### src/hw/rtl/mgf_pkg.sv
// Shared types and constants for the missing sample gap filler.
`default_nettype none

package mgf_pkg;

    // Default configuration
    localparam int MAX_GAP_DEF      = 32;
    localparam int SAMPLE_WIDTH_DEF = 16;

    // Fixed field widths of the channels
    localparam int SAMPLE_PORT_W = 16;
    localparam int VALUE_PORT_W  = 16;
    localparam int EXT_W         = 32;

    // One input request
    typedef struct packed {
        logic [SAMPLE_PORT_W-1:0] sample;
        logic                     missing;
        logic                     frame_last;
    } sample_in_t;

    // One result request
    typedef struct packed {
        logic [VALUE_PORT_W-1:0] value;
        logic                    still_missing;
        logic                    gap_overflow;
        logic                    frame_end;
        logic                    run_last;
    } result_t;

    // Kind of result loaded into the output register
    typedef enum logic [1:0] {
        EMIT_FILL   = 2'd0,
        EMIT_SAMPLE = 2'd1,
        EMIT_OVF    = 2'd2,
        EMIT_TAIL   = 2'd3
    } emit_kind_t;

    // Commands from controller to datapath
    typedef struct packed {
        logic       latch;
        logic       pend_inc;
        logic       emit;
        emit_kind_t kind;
        logic       run_last;
        logic       frame_end;
        logic       clear_frame;
    } mgf_cmd_t;

    // Status from datapath to controller
    typedef struct packed {
        logic out_free;
        logic pend_zero;
        logic pend_one;
        logic pend_full;
        logic lat_last;
    } mgf_status_t;

endpackage

`default_nettype wire

### src/hw/rtl/mgf_datapath.sv
// Datapath: frame state, latched request, fill arithmetic and output register.
`default_nettype none

module mgf_datapath #(
    parameter int MAX_GAP      = 32,
    parameter int SAMPLE_WIDTH = 16
) (
    input  wire                  aclk,
    input  wire                  aresetn,
    input  mgf_pkg::sample_in_t  s_data,
    input  wire                  m_ready,
    output logic                 m_valid,
    output mgf_pkg::result_t     m_data,
    input  mgf_pkg::mgf_cmd_t    cmd,
    output mgf_pkg::mgf_status_t status
);
    import mgf_pkg::*;

    localparam int GAP_W = $clog2(MAX_GAP + 1);
    localparam logic [GAP_W-1:0] GAP_FULL = GAP_W'(MAX_GAP);
    localparam logic [GAP_W-1:0] GAP_ONE  = GAP_W'(1);

    logic [SAMPLE_WIDTH-1:0] prev_reg, prev_next;
    logic                    have_left_reg, have_left_next;
    logic [GAP_W-1:0]        pend_reg, pend_next;
    logic [SAMPLE_WIDTH-1:0] smp_reg;
    logic                    last_reg;
    result_t                 out_reg, out_next;
    logic                    out_valid_reg, out_valid_next;

    logic [EXT_W-1:0]        in_ext;
    logic [SAMPLE_WIDTH-1:0] smp_in;
    logic [SAMPLE_WIDTH:0]   sum;
    logic [SAMPLE_WIDTH-1:0] fill_val;
    logic [SAMPLE_WIDTH-1:0] val_sel;
    logic                    miss_sel;
    logic [EXT_W-1:0]        val_ext;

    // Keep the low sample bits of the incoming request
    assign in_ext = EXT_W'(s_data.sample);
    assign smp_in = in_ext[SAMPLE_WIDTH-1:0];

    // Midpoint of left value and right sample, or the sample if no left value
    assign sum      = {1'b0, prev_reg} + {1'b0, smp_reg};
    assign fill_val = have_left_reg ? sum[SAMPLE_WIDTH:1] : smp_reg;

    // Select the value of the result being loaded
    always_comb begin
        val_sel  = prev_reg;
        miss_sel = 1'b0;
        case (cmd.kind)
            EMIT_FILL: begin
                val_sel = fill_val;
            end
            EMIT_SAMPLE: begin
                val_sel = smp_reg;
            end
            EMIT_OVF, EMIT_TAIL: begin
                val_sel  = prev_reg;
                miss_sel = ~have_left_reg;
            end
            default: begin
                val_sel = prev_reg;
            end
        endcase
    end

    assign val_ext = miss_sel ? '0 : EXT_W'(val_sel);

    // Update frame state
    always_comb begin
        prev_next      = prev_reg;
        have_left_next = have_left_reg;
        pend_next      = pend_reg;
        if (cmd.pend_inc) begin
            pend_next = pend_reg + GAP_ONE;
        end
        if (cmd.emit) begin
            case (cmd.kind)
                EMIT_FILL: begin
                    prev_next      = fill_val;
                    have_left_next = 1'b1;
                    pend_next      = pend_reg - GAP_ONE;
                end
                EMIT_SAMPLE: begin
                    prev_next      = smp_reg;
                    have_left_next = 1'b1;
                    pend_next      = '0;
                end
                EMIT_TAIL: begin
                    pend_next = pend_reg - GAP_ONE;
                end
                default: begin
                    pend_next = pend_reg;
                end
            endcase
        end
        if (cmd.clear_frame) begin
            prev_next      = '0;
            have_left_next = 1'b0;
            pend_next      = '0;
        end
    end

    // Load or drain the output register
    always_comb begin
        out_next       = out_reg;
        out_valid_next = out_valid_reg & ~m_ready;
        if (cmd.emit) begin
            out_next.value         = val_ext[VALUE_PORT_W-1:0];
            out_next.still_missing = miss_sel;
            out_next.gap_overflow  = (cmd.kind == EMIT_OVF);
            out_next.frame_end     = cmd.frame_end;
            out_next.run_last      = cmd.run_last;
            out_valid_next         = 1'b1;
        end
    end

    // Control state registers
    always_ff @(posedge aclk) begin
        if (!aresetn) begin
            prev_reg      <= '0;
            have_left_reg <= 1'b0;
            pend_reg      <= '0;
            out_valid_reg <= 1'b0;
        end else begin
            prev_reg      <= prev_next;
            have_left_reg <= have_left_next;
            pend_reg      <= pend_next;
            out_valid_reg <= out_valid_next;
        end
    end

    // Payload registers
    always_ff @(posedge aclk) begin
        out_reg <= out_next;
        if (cmd.latch) begin
            smp_reg  <= smp_in;
            last_reg <= s_data.frame_last;
        end
    end

    assign m_valid = out_valid_reg;
    assign m_data  = out_reg;

    assign status.out_free  = ~out_valid_reg | m_ready;
    assign status.pend_zero = (pend_reg == '0);
    assign status.pend_one  = (pend_reg == GAP_ONE);
    assign status.pend_full = (pend_reg == GAP_FULL);
    assign status.lat_last  = last_reg;

endmodule

`default_nettype wire

### src/hw/rtl/mgf_ctrl.sv
// Controller: sequences fill, sample, overflow and tail results per request.
`default_nettype none

module mgf_ctrl (
    input  wire                  aclk,
    input  wire                  aresetn,
    input  wire                  s_valid,
    output logic                 s_ready,
    input  wire                  in_missing,
    input  wire                  in_last,
    input  mgf_pkg::mgf_status_t status,
    output mgf_pkg::mgf_cmd_t    cmd
);
    import mgf_pkg::*;

    typedef enum logic [4:0] {
        ST_IDLE   = 5'b00001,
        ST_FILL   = 5'b00010,
        ST_SAMPLE = 5'b00100,
        ST_OVF    = 5'b01000,
        ST_TAIL   = 5'b10000
    } state_t;

    state_t state_reg, state_next;
    logic   accept;

    assign s_ready = (state_reg == ST_IDLE);
    assign accept  = s_valid & s_ready;

    // Decide the next step and the datapath commands
    always_comb begin
        state_next      = state_reg;
        cmd             = '0;
        cmd.kind        = EMIT_FILL;
        case (state_reg)
            ST_IDLE: begin
                if (accept) begin
                    cmd.latch = 1'b1;
                    if (!in_missing) begin
                        state_next = status.pend_zero ? ST_SAMPLE : ST_FILL;
                    end else if (status.pend_full) begin
                        state_next = ST_OVF;
                    end else begin
                        cmd.pend_inc = 1'b1;
                        state_next   = in_last ? ST_TAIL : ST_IDLE;
                    end
                end
            end
            ST_FILL: begin
                if (status.out_free) begin
                    cmd.emit = 1'b1;
                    cmd.kind = EMIT_FILL;
                    if (status.pend_one) begin
                        state_next = ST_SAMPLE;
                    end
                end
            end
            ST_SAMPLE: begin
                if (status.out_free) begin
                    cmd.emit        = 1'b1;
                    cmd.kind        = EMIT_SAMPLE;
                    cmd.run_last    = 1'b1;
                    cmd.frame_end   = status.lat_last;
                    cmd.clear_frame = status.lat_last;
                    state_next      = ST_IDLE;
                end
            end
            ST_OVF: begin
                // The full gap follows the flushed sample on a frame end
                if (status.out_free) begin
                    cmd.emit     = 1'b1;
                    cmd.kind     = EMIT_OVF;
                    cmd.run_last = ~status.lat_last;
                    state_next   = status.lat_last ? ST_TAIL : ST_IDLE;
                end
            end
            ST_TAIL: begin
                if (status.out_free) begin
                    cmd.emit = 1'b1;
                    cmd.kind = EMIT_TAIL;
                    if (status.pend_one) begin
                        cmd.run_last    = 1'b1;
                        cmd.frame_end   = 1'b1;
                        cmd.clear_frame = 1'b1;
                        state_next      = ST_IDLE;
                    end
                end
            end
            default: begin
                state_next = ST_IDLE;
            end
        endcase
    end

    always_ff @(posedge aclk) begin
        if (!aresetn) begin
            state_reg <= ST_IDLE;
        end else begin
            state_reg <= state_next;
        end
    end

endmodule

`default_nettype wire

### src/hw/rtl/missing_sample_gap_filler.sv
// Top level of the missing sample gap filler: controller plus datapath.
//
//  channel | ports                    | moves
//  --------+--------------------------+-------------------------------------
//  input   | s_valid s_ready s_data   | one sample request (sample, flags)
//  result  | m_valid m_ready m_data   | one cleaned sample request
//
// A request that yields no result ends when accepted. A request that
// yields n results is accepted first, then passes them one result per
// cycle through the single output register while the result side is ready.
// Input is taken only between requests; the output register lets the last
// result wait while the next request is accepted. Reset is synchronous,
// active low, and clears the frame state; there is no clearing pass.
`default_nettype none

module missing_sample_gap_filler #(
    parameter int MAX_GAP      = mgf_pkg::MAX_GAP_DEF,
    parameter int SAMPLE_WIDTH = mgf_pkg::SAMPLE_WIDTH_DEF
) (
    input  wire                 aclk,
    input  wire                 aresetn,
    input  wire                 s_valid,
    output logic                s_ready,
    input  mgf_pkg::sample_in_t s_data,
    output logic                m_valid,
    input  wire                 m_ready,
    output mgf_pkg::result_t    m_data
);
    import mgf_pkg::*;

    mgf_cmd_t    cmd;
    mgf_status_t status;

    mgf_ctrl u_ctrl (
        .aclk       (aclk),
        .aresetn    (aresetn),
        .s_valid    (s_valid),
        .s_ready    (s_ready),
        .in_missing (s_data.missing),
        .in_last    (s_data.frame_last),
        .status     (status),
        .cmd        (cmd)
    );

    mgf_datapath #(
        .MAX_GAP      (MAX_GAP),
        .SAMPLE_WIDTH (SAMPLE_WIDTH)
    ) u_datapath (
        .aclk    (aclk),
        .aresetn (aresetn),
        .s_data  (s_data),
        .m_ready (m_ready),
        .m_valid (m_valid),
        .m_data  (m_data),
        .cmd     (cmd),
        .status  (status)
    );

endmodule

`default_nettype wire

### config.mk
export PLATFORM = sky130hd
export DESIGN_NAME = missing_sample_gap_filler
export DESIGN_NICKNAME = d
export VERILOG_FILES = /design/src/hw/rtl/mgf_pkg.sv /design/src/hw/rtl/mgf_datapath.sv /design/src/hw/rtl/mgf_ctrl.sv /design/src/hw/rtl/missing_sample_gap_filler.sv
export SDC_FILE = /design/constraint.sdc
export NUM_CORES = 1
export LEC_CHECK = 0
export ABC_AREA = 0
export BUFFER_PORTS_ARGS = -buffer_cell sky130_fd_sc_hd__buf_2
export CAP_MARGIN = 10
export CORE_ASPECT_RATIO = 0.6
export CORE_MARGIN = 2
export CORE_UTILIZATION = 40
export DETAILED_ROUTE_END_ITERATION = 12
export GPL_ROUTABILITY_DRIVEN = 0
export PLACE_DENSITY = 0.65
export SYNTH_ARGS = -nofsm -noshare
export SYNTH_HDL_FRONTEND = slang
export SYNTH_HIERARCHICAL = 1
export SYNTH_SLANG_ARGS = --single-unit
### constraint.sdc
create_clock -name aclk -period 4.2 [get_ports aclk]
set_input_delay 0.42 -clock aclk [delete_from_list [all_inputs] [get_ports aclk]]
set_output_delay 0.42 -clock aclk [all_outputs]
set_load 0.02 [all_outputs]
==> key figures, run 1 <==
STA
  • Final Setup Violations: 0
  • Clock Skew: 0.01165 ns
  • Actual transition at the worst max-transition pin: 1.148 ns
  • RSZ-0062 raised after global routing: false
  • Final Max Tran Viols: 0
  • Max frequency: 0.2935 GHz
  • Final TNS setup: 0 ns
  • Final period utilization: 81.11%
  • Final hold violations: 0
  • Fin crit period: 3.407 ns
  • Relative slew slack: 23.45%
  • Setup WS post-layout: 0.7933 ns

Logic synthesis
  • Prevailing post-synth register cell: edfxtp_1
  • Post-synth EDFFs: 37
  • Library cells used by synthesis: 73
  • Async set or reset register ratio after synthesis: 0%
  • Mapped Cells: 475
  • Synth Net Count: 521
  • Mean area per synthesized cell: 9.288 um^2
  • Seq/Total Area, Yosys: 38.34%
  • Mapped cell area: 0.004412 mm^2
  • Synthesis Warnings: 6
  • Synthesis-stage register bit count: 66

Drt
  • Initial DRC Count: 489
  • DRC viols: 0
  • DRT antenna net count: 0
  • Via density: 6.054
  • Final Routed Wirelength: 11690 um
  • Average wire per standard cell: 18.04 um
  • DR vias: 3923
  • Drt pass-1 iters: 6

Setup path
  • Worst endpoint required time: 4.34 ns
  • Crit path from: u_ctrl/state_reg[4]
  • Crit end category: flop
  • WS Path Type: reg2reg
  • WP data arrival: 3.55 ns
  • CP Launch Type: flop
  • Critical R2R Launch: u_ctrl/state_reg[4]
  • Highest net fanout along the worst path: 23

Cells and area
  • FILL cells: 1034
  • Largest register FFs: 20
  • Leading cell type in the layout, fill and taps excluded: buf_2
  • Layout area overhead: 12.96%
  • Nets: 550
  • Most frequent cells in the layout: buf_2, nor2_1, edfxtp_1
  • Fin util: 46.72%
  • Share of cells above drive strength 1: 17.49%
  • N_diodes: 0

Power and ir drop
  • Maximum vdd drop: 0.2506 mV
  • Pleak: 1.956 nW
  • Power per Cell Area: 639.0 mW/mm^2

Run status
  • Outcome: finished, final reports clean

Floorplanning
  • Core area: 0.01067 mm^2
  • Initial core utilization: 41.36%
  • FP Rows: 29
  • Full die area: 0.01191 mm^2
  • Top-Level Pins: 44
  • Die X: 139.6 um
  • Die Y: 85.35 um

Placed design
  • HPWL Detailed: 8454 um
  • Pre-CTS WS: 0.9153 ns
  • PortBufs: 43

Clocking
  • Clk Tree Root Cell: clkbuf_16
  • Cts hold-fix bufs: 0
  • Worst-path clk slew: 0.06 ns
  • Clk buf depth: 2
  • CTS tree: done
  • Clock sink total: 66
  • Htree depth: 3
  • Post-CTS setup buffer count: 0
  • Clk_lat worst skew: 0.34 ns
  • Post-CTS sizing: 0
  • Cts bufs inserted: 9

GRT
  • First-pass GRT wire length: 18950 um
  • Number of global-route vias before repair: 3456
  • Total overflow reported by the global router: 0
  • Pin count of the biggest net entering global routing: 32
  • Initial antenna violation count: 0
  • GRT Util Overall: 20.07%

Flow run
  • Number of max-cap violations: 0

Worst hold path
  • Hold Crit Class: in2reg
  • Worst hold start: s_data[13]
==> logic make-up after synthesis <==
group	Yosys count	synth area share (%)
AOI/OAI and AO/OA	158	25.78
and+or+nand+nor	153	18.77
DFF	66	38.34
buffers and inverters	50	4.991
adders and majority gates	24	6.977
xor gates and xnor gates	15	2.978
muxes	9	2.155
==> critical path, stage by stage (launching register included) <==
cell	delay [ns]
dfxtp_1	0.47
or2b_1	0.28
nor4_1	0.36
nand2_1	0.14
nand2_1	0.14
ha_1	0.67
o21ai_0	0.19
nand2_1	0.36
a22oi_1	0.15
a31o_2	0.22
a311oi_1	0.21
==> layout make-up <==
cell class                      instances  area, um^2  area share, %
Sequential cell                        66        1692          33.94
Inverter                               16       60.06          1.205
Timing Repair Buffer                   52       282.8          5.674
Clock buffer                           13       250.2          5.021
Clock inverter                          3       15.01         0.3013
Multi-Input combinational cell        359        2510          50.36
Tap cell                              139       173.9          3.490
==> worst paths after layout <==
| check | slack, ns | cells after the start | to |
|---|---|---|---|
| worst min register to register | 0.51 | 2 | u_datapath/prev_reg[15] |
| worst min-delay path | 0.26 | 1 | u_datapath/smp_reg[11] |
| worst max register to register | 0.79 | 10 | u_datapath/m_data[17] |
| worst max-delay path | 0.79 | 10 | u_datapath/m_data[17] |
==> power by group <==
part | internal (mW) | leakage [nW] | switching [mW]
Sequential | 0.880 | 0.579 | 0.149
Clock | 0.413 | 0.133 | 0.269
Combinational | 0.553 | 1.24 | 0.921
==> synthesized netlist by cell type (5+ instances only) <==
library cell | count | area share, %
o21a_1 | 5 | 0.85
nand4_1 | 8 | 1.1
nand3_1 | 7 | 0.79
nor4_1 | 5 | 0.71
o21ai_0 | 26 | 2.9
a21o_1 | 15 | 2.6
clkbuf_1 | 18 | 1.5
inv_1 | 15 | 1.3
xor2_1 | 6 | 1.2
dfxtp_1 | 29 | 13
nor3_1 | 15 | 1.7
a22oi_1 | 11 | 1.9
nor2b_1 | 6 | 0.85
edfxtp_1 | 37 | 25
a211oi_1 | 12 | 2.0
ha_1 | 23 | 6.5
xnor2_1 | 9 | 1.8
buf_2 | 8 | 0.91
nor2_1 | 39 | 3.3
mux2i_1 | 8 | 1.8
nand3b_1 | 7 | 1.2
a21oi_1 | 35 | 4.0
nand2_1 | 34 | 2.9
and3b_1 | 5 | 0.99
a221oi_1 | 8 | 1.6
==> per-layer routing <==
metal	GRT usage [%]	part of all wire [%]	up-vias
li1	-	-	1858
met4	4.545	0.99	0
met5	0	0	-
met2	26.60	39	190
met1	31.79	50	1861
met3	5.418	9.8	14
==> per-stage QoR <==
step	total power [mW]	cells	area, um^2	hold WS, ns
final	3.185	648	4984	0.2596
after global routing	3.388	648	4984	0.2550
after CTS	3.165	648	4984	0.2526
after detailed placement	2.474	632	4718	0.5000
after global placement	2.452	632	4718	0.5050
after floorplan	2.101	475	4412	0.4711
Power figures use the tool's default switching activity.
==> run 2, diff against run 1 <==
--- a/config.mk
+++ b/config.mk
@@ -13,7 +13,7 @@
 export CORE_UTILIZATION = 40
 export DETAILED_ROUTE_END_ITERATION = 12
 export GPL_ROUTABILITY_DRIVEN = 0
-export PLACE_DENSITY = 0.65
+export PLACE_DENSITY = 0.63
 export SYNTH_ARGS = -nofsm -noshare
 export SYNTH_HDL_FRONTEND = slang
 export SYNTH_HIERARCHICAL = 1
==> constraint.sdc (replaced) <==
create_clock -name aclk -period 3.3 [get_ports aclk]
set_input_delay 0.33 -clock aclk [delete_from_list [all_inputs] [get_ports aclk]]
set_output_delay 0.33 -clock aclk [all_outputs]
set_load 0.02 [all_outputs]
==> run 2 against run 1 <==
  * Combinational power up 30%
  * Die area unchanged
  * Non-clock buffer count up 5
  * Sequential power up 28%
  * Setup slack worse by 0.52 ns
  * Power up 29%
  * Sequential cell count unchanged
  * Largest cell class unchanged
  * Largest power group unchanged
==> key figures, run 2 (synthesis results as in run 1) <==
STA
  • RSZ-0062 raised after global routing: false
  • Fin crit period: 3.022 ns (-0.3847 ns)
  • Max frequency: 0.3309 GHz (+13%)
  • Clock Skew: 0.007203 ns (-0.004446 ns)
  • Actual transition at the worst max-transition pin: 0.9127 ns (-0.2355 ns)
  • Final TNS setup: 0 ns (unchanged)
  • Final Max Tran Viols: 0 (unchanged)
  • Final Setup Violations: 0 (unchanged)
  • Relative slew slack: 39.03% (+16 points)
  • Hold WS: 0.1697 ns (-0.08992 ns)
  • Final hold violations: 0 (unchanged)
  • Setup WS post-layout: 0.2780 ns (-0.5153 ns)
  • Final period utilization: 91.58% (+10 points)

Clocking
  • Clk Tree Root Cell: clkbuf_16
  • Post-CTS setup buffer count: 0 (unchanged)
  • Clock sink total: 66 (unchanged)
  • Htree depth: 3 (unchanged)
  • Cts bufs inserted: 9 (unchanged)
  • Clk_lat worst skew: 0.33 ns (about the same)
  • CTS tree: done
  • Clk buf depth: 2 (unchanged)
  • Worst-path clk slew: 0.06 ns (about the same)
  • Post-CTS sizing: 0 (unchanged)
  • Cts hold-fix bufs: 0 (unchanged)

Worst hold path
  • Hold path depth: 1 (unchanged)
  • Hold path endpoint: u_datapath/smp_reg[2]
  • Hold Crit Class: in2reg
  • Worst hold start: s_data[4]

Flow run
  • Number of max-cap violations: 0 (unchanged)

Power and ir drop
  • Switching power total: 1.730 mW (+29%)
  • Power per Cell Area: 814.3 mW/mm^2 (+27%)
  • Comb pwr share: 46.7% (+0.4 points)
  • Clock power share: 21.2% (-0.2 points)
  • Pleak: 1.979 nW (+1.2%)
  • Int Power: 2.364 mW (+28%)
  • Reg power frac: 32.1% (-0.2 points)
  • Maximum vdd drop: 0.3346 mV (+34%)
  • Switching Fraction: 42.25% (+0.21 points)

GRT
  • Total overflow reported by the global router: 0 (unchanged)
  • Pin count of the biggest net entering global routing: 29 (-9.4%)
  • GRT Util Overall: 20.95% (+0.88 points)
  • Number of global-route vias before repair: 3640 (+5.3%)
  • Initial antenna violation count: 0 (unchanged)
  • First-pass GRT wire length: 19410 um (+2.4%)

Cells and area
  • FILL cells: 1025 (-0.87%)
  • Largest register FFs: 20 (unchanged)
  • Share of cells above drive strength 1: 18.29% (+0.80 points)
  • N_diodes: 0 (unchanged)
  • Leading cell type in the layout, fill and taps excluded: buf_2
  • Nets: 555 (+0.91%)
  • Most frequent cells in the layout: buf_2, nor2_1, edfxtp_1
  • Layout area overhead: 13.95%

Floorplanning
  • Core area: 0.01067 mm^2 (unchanged)
  • Die X: 139.6 um (unchanged)
  • Initial core utilization: 41.36% (unchanged)
  • Full die area: 0.01191 mm^2 (unchanged)
  • FP Rows: 29 (unchanged)
  • Die Y: 85.35 um (unchanged)
  • Top-Level Pins: 44 (unchanged)

Setup path
  • WP data arrival: 3.16 ns (-0.39 ns)
  • WS Path Type: reg2reg
  • Crit end category: flop
  • Worst reg-to-reg setup slack: 0.28 ns (-0.52 ns)
  • CP Launch Type: flop
  • Highest net fanout along the worst path: 28 (+22%)
  • Reg2reg end: u_datapath/m_data[17]
  • Cells on worst reg2reg path: 10 (unchanged)
  • Critical R2R Launch: u_ctrl/state_reg[4]
  • Worst endpoint required time: 3.44 ns (-0.90 ns)

Run status
  • Outcome: finished, final reports clean

Drt
  • Final Routed Wirelength: 12380 um (+5.9%)
  • Initial DRC Count: 341 (-30%)
  • DR vias: 3927 (+0.10%)
  • DRT antenna net count: 0 (unchanged)
  • Via density: 6.014 (-0.66%)
  • Average wire per standard cell: 18.95 um (+5.0%)
  • DRC viols: 0 (unchanged)
  • Drt pass-1 iters: 5 (-1)

Placed design
  • HPWL Detailed: 8984 um (+6.3%)
  • PortBufs: 43 (unchanged)
  • Pre-CTS WS: 0.3228 ns (-0.5924 ns)
## run 2: cell count changes in the layout (fill, tap and decap cells not counted), sizes merged
cell    previous run  this run
clkbuf            13        12
clkinv             4         5
buf               52        57
## run 2: area by class of cell
cell class	instances	area, um^2	share of cell area (%)
clock buffer	12	246.5	4.903
clock inverter	4	18.77	0.3733
inverter	16	60.06	1.195
multi-input combinational	359	2516	50.05
sequential	66	1692	33.65
tap	139	173.9	3.459
timing repair buffer	57	320.3	6.371
## run 2: worst max-delay path, stage by stage, from the launching register on
cell and delay [ns]:
dfxtp_1 0.48, or2b_1 0.28, nor4_1 0.34, nor2_1 0.10, nor2_1 0.19, inv_1 0.10, ha_1 0.21, buf_4 0.24
and2_1 0.34, a31o_2 0.30, a311oi_1 0.24
## run 2: power by group through the flow
stage | clock, mW | combinational (mW) | sequential (mW)
3_5_place_dp | 0 | 1.88 | 1.32
5_1_grt | 0.918 | 2.08 | 1.33
6_report | 0.868 | 1.91 | 1.32
2_1_floorplan | 0 | 1.40 | 1.28
3_3_place_gp | 0 | 1.83 | 1.32
4_1_cts | 0.880 | 1.88 | 1.31
## run 2: how the worst max path moves through the flow
| stage | to | from | slack, ns | depth (start not counted) |
|---|---|---|---|---|
| 6_report | u_datapath/m_data[17] | u_ctrl/state_reg[4] | 0.28 | 10 |
| 3_3_place_gp | u_datapath/m_data[17] | u_ctrl/state_reg[1] | 0.43 | 10 |
| 5_1_grt | u_datapath/prev_reg[5] | u_ctrl/state_reg[4] | 0.05 | 11 |
| 4_1_cts | u_datapath/prev_reg[8] | u_ctrl/state_reg[4] | 0.30 | 9 |
| 2_1_floorplan | u_datapath/prev_reg[12] | u_ctrl/state_reg[1] | 0.40 | 9 |
| 3_5_place_dp | u_datapath/m_data[17] | u_ctrl/state_reg[4] | 0.32 | 10 |
## run 2: routing by layer
layer  global-route usage [%]  routed length, um  vias up  part of all wire [%]
met5                        0                  0        -                     0
met4                    6.636                140        0                   1.1
met3                    4.966                913       14                   7.4
met2                    29.14               5096      155                    41
met1                    31.81               6226     1887                    50
li1                         -                  -     1871                     -
## run 2: stage by stage
stage | instances | utilization [%] | cell area (um^2) | power (mW)
2_1_floorplan | 475 | - | 4423 | 2.683
3_5_place_dp | 637 | 44.64 | 4762 | 3.197
3_3_place_gp | 637 | 44.64 | 4762 | 3.148
5_1_grt | 653 | 47.13 | 5027 | 4.331
4_1_cts | 653 | 47.13 | 5027 | 4.074
6_report | 653 | 47.13 | 5027 | 4.094
==> run 3, diff against run 2 <==
--- a/config.mk
+++ b/config.mk
@@ -14,6 +14,7 @@
 export DETAILED_ROUTE_END_ITERATION = 12
 export GPL_ROUTABILITY_DRIVEN = 0
 export PLACE_DENSITY = 0.63
+export RECOVER_POWER = 100
 export SYNTH_ARGS = -nofsm -noshare
 export SYNTH_HDL_FRONTEND = slang
 export SYNTH_HIERARCHICAL = 1
==> run 3 against run 2 <==
  * Sequential power hardly changed
  * Sequential cell count stayed put
  * Critical endpoint unchanged
  * Global-route usage unchanged
  * Clock power hardly changed
  * Wire length grew 0.29%
  * Combinational power fell by 4%
==> key figures, run 3 (synthesis results as in run 1) <==
Run status
  • Outcome: finished, final reports clean

Floorplanning
  • Top-Level Pins: 44 (unchanged)
  • Initial core utilization: 41.36% (unchanged)
  • Full die area: 0.01191 mm^2 (unchanged)
  • Core area: 0.01067 mm^2 (unchanged)
  • FP Rows: 29 (unchanged)
  • Die Y: 85.35 um (unchanged)
  • Die X: 139.6 um (unchanged)

GRT
  • First-pass GRT wire length: 19410 um (unchanged)
  • Initial antenna violation count: 0 (unchanged)
  • Number of global-route vias before repair: 3640 (unchanged)
  • Pin count of the biggest net entering global routing: 29 (unchanged)
  • GRT Util Overall: 20.95% (unchanged)
  • Total overflow reported by the global router: 0 (unchanged)

Setup path
  • Most used cell, CP: nor2_1
  • Worst-path cell chain: or2b_1, nor4_1, nor2_1, nor2_1, inv_1, ha_1, buf_4, and2_1, a31o_2, a311oi_1
  • CP max-delay cell: dfxtp_1
  • WP data arrival: 3.14 ns (-0.02 ns)
  • Critical Path Max Stage Delay: 0.47 ns (about the same)
  • Worst endpoint required time: 3.44 ns (about the same)
  • Highest net fanout along the worst path: 28 (unchanged)
  • CP bufs+invs: 2 (unchanged)
  • CP Launch Type: flop
  • Crit end category: flop
  • CP top delay family: simple AND/OR/NAND/NOR gates
  • WS Path Type: reg2reg

Power and ir drop
  • Int Power: 2.318 mW (-1.9%)
  • Switching power total: 1.713 mW (-0.96%)
  • Pleak: 1.887 nW (-4.7%)
  • Maximum vdd drop: 0.3328 mV (-0.52%)
  • Reg power frac: 32.7% (+0.6 points)
  • Switching Fraction: 42.50% (+0.25 points)
  • Comb pwr share: 45.7% (-1.0 points)
  • Clock power share: 21.5% (+0.3 points)
  • Power per Cell Area: 815.9 mW/mm^2 (+0.19%)
  • Power, Total: 4.031 mW (-1.5%)

Cells and area
  • N_diodes: 0 (unchanged)
  • FILL cells: 1042 (+1.7%)
  • Leading cell type in the layout, fill and taps excluded: nor2_1
  • Most frequent cells in the layout: nor2_1, edfxtp_1, a21oi_1
  • Nets: 555 (unchanged)
  • Layout area overhead: 12.00%
  • Largest register FFs: 20 (unchanged)
  • Share of cells above drive strength 1: 11.87% (-6.4 points)
  • Fin util: 46.32% (-0.81 points)

Drt
  • DR vias: 3939 (+0.31%)
  • DRT antenna net count: 0 (unchanged)
  • Final Routed Wirelength: 12410 um (+0.29%)
  • Initial DRC Count: 393 (+15%)
  • Via density: 6.032 (+0.31%)
  • Drt pass-1 iters: 5 (unchanged)
  • DRC viols: 0 (unchanged)
  • Average wire per standard cell: 19.01 um (+0.29%)

Clocking
  • Clk_lat worst skew: 0.33 ns (about the same)
  • Cts hold-fix bufs: 0 (unchanged)
  • Htree depth: 3 (unchanged)
  • Post-CTS setup buffer count: 0 (unchanged)
  • Post-CTS sizing: 0 (unchanged)
  • Clk buf depth: 2 (unchanged)
  • Clk Tree Root Cell: clkbuf_16
  • Cts bufs inserted: 9 (unchanged)
  • CTS tree: done
  • Clock sink total: 66 (unchanged)
  • Worst-path clk slew: 0.06 ns (about the same)

STA
  • Clock Skew: 0.006708 ns (-0.0004947 ns)
  • Final Setup Violations: 0 (unchanged)
  • Fin crit period: 3.003 ns (-0.01849 ns)
  • Final Max Tran Viols: 0 (unchanged)
  • Final hold violations: 0 (unchanged)
  • Actual transition at the worst max-transition pin: 1.258 ns (+0.3452 ns)
  • Final period utilization: 91.01% (-0.56 points)
  • Setup WS post-layout: 0.2965 ns (+0.01849 ns)
  • Max frequency: 0.3329 GHz (+0.62%)
  • Relative slew slack: 16.14% (-23 points)
  • Final TNS setup: 0 ns (unchanged)
  • RSZ-0062 raised after global routing: false

Flow run
  • Number of max-cap violations: 0 (unchanged)

Placed design
  • HPWL Detailed: 8984 um (unchanged)
  • Pre-CTS WS: 0.3228 ns (unchanged)
  • PortBufs: 43 (unchanged)

Worst hold path
  • Hold Crit Class: in2reg
-- run 3: worst register-to-register path: stages, from the launching register on --
cell and delay, ns:
dfxtp_1 0.47, or2b_1 0.28, nor4_1 0.33, nor2_1 0.10, nor2_1 0.19, inv_1 0.10
ha_1 0.21, buf_4 0.25, and2_1 0.34, a31o_2 0.30, a311oi_1 0.24
-- run 3: routing by layer --
layer  track usage (%)  vias to the layer above  routed length (um)
met5                 0                        -                   0
met4             6.636                        0                 129
met3             4.966                       11                 927
met2             29.14                      165                4978
met1             31.81                     1889                6377
li1                  -                     1874                   -
-- run 3: final timing paths --
check / startpoint / to / slack (ns) / depth (start not counted)
setup / recovery: u_ctrl/state_reg[4] / u_datapath/m_data[17] / 0.30 / 10
hold / removal: s_data[4] / u_datapath/smp_reg[2] / 0.17 / 1
setup reg to reg: u_ctrl/state_reg[4] / u_datapath/m_data[17] / 0.30 / 10
hold reg to reg: u_datapath/prev_reg[15] / u_datapath/prev_reg[15] / 0.53 / 2
-- run 3: final cells by class --
cell class / count / area, um^2 / area share, %
multi-input cells: 359 / 2482 / 50.24
flip-flops and latches: 66 / 1692 / 34.24
repair buffers: 57 / 267.8 / 5.419
clock buffers: 12 / 246.5 / 4.989
well taps: 139 / 173.9 / 3.520
inverters: 16 / 60.06 / 1.215
clock inverters: 4 / 18.77 / 0.3798
-- run 3: through the flow --
stage	hold WS, ns	cell area, um^2	std cells
final	0.1708	4941	653
after global routing	0.1586	4941	653
after CTS	0.1592	5027	653
after detailed placement	0.5081	4762	637
after global placement	0.4958	4762	637
after floorplan	0.4289	4423	475
-- run 3: power by group through the flow --
| stage | Clock, mW | Combinational [mW] | Sequential [mW] |
|---|---|---|---|
| floorplan | 0 | 1.40 | 1.28 |
| global placement | 0 | 1.83 | 1.32 |
| detailed placement | 0 | 1.88 | 1.32 |
| CTS | 0.880 | 1.88 | 1.31 |
| global route | 0.918 | 2.01 | 1.34 |
| finish | 0.868 | 1.84 | 1.32 |
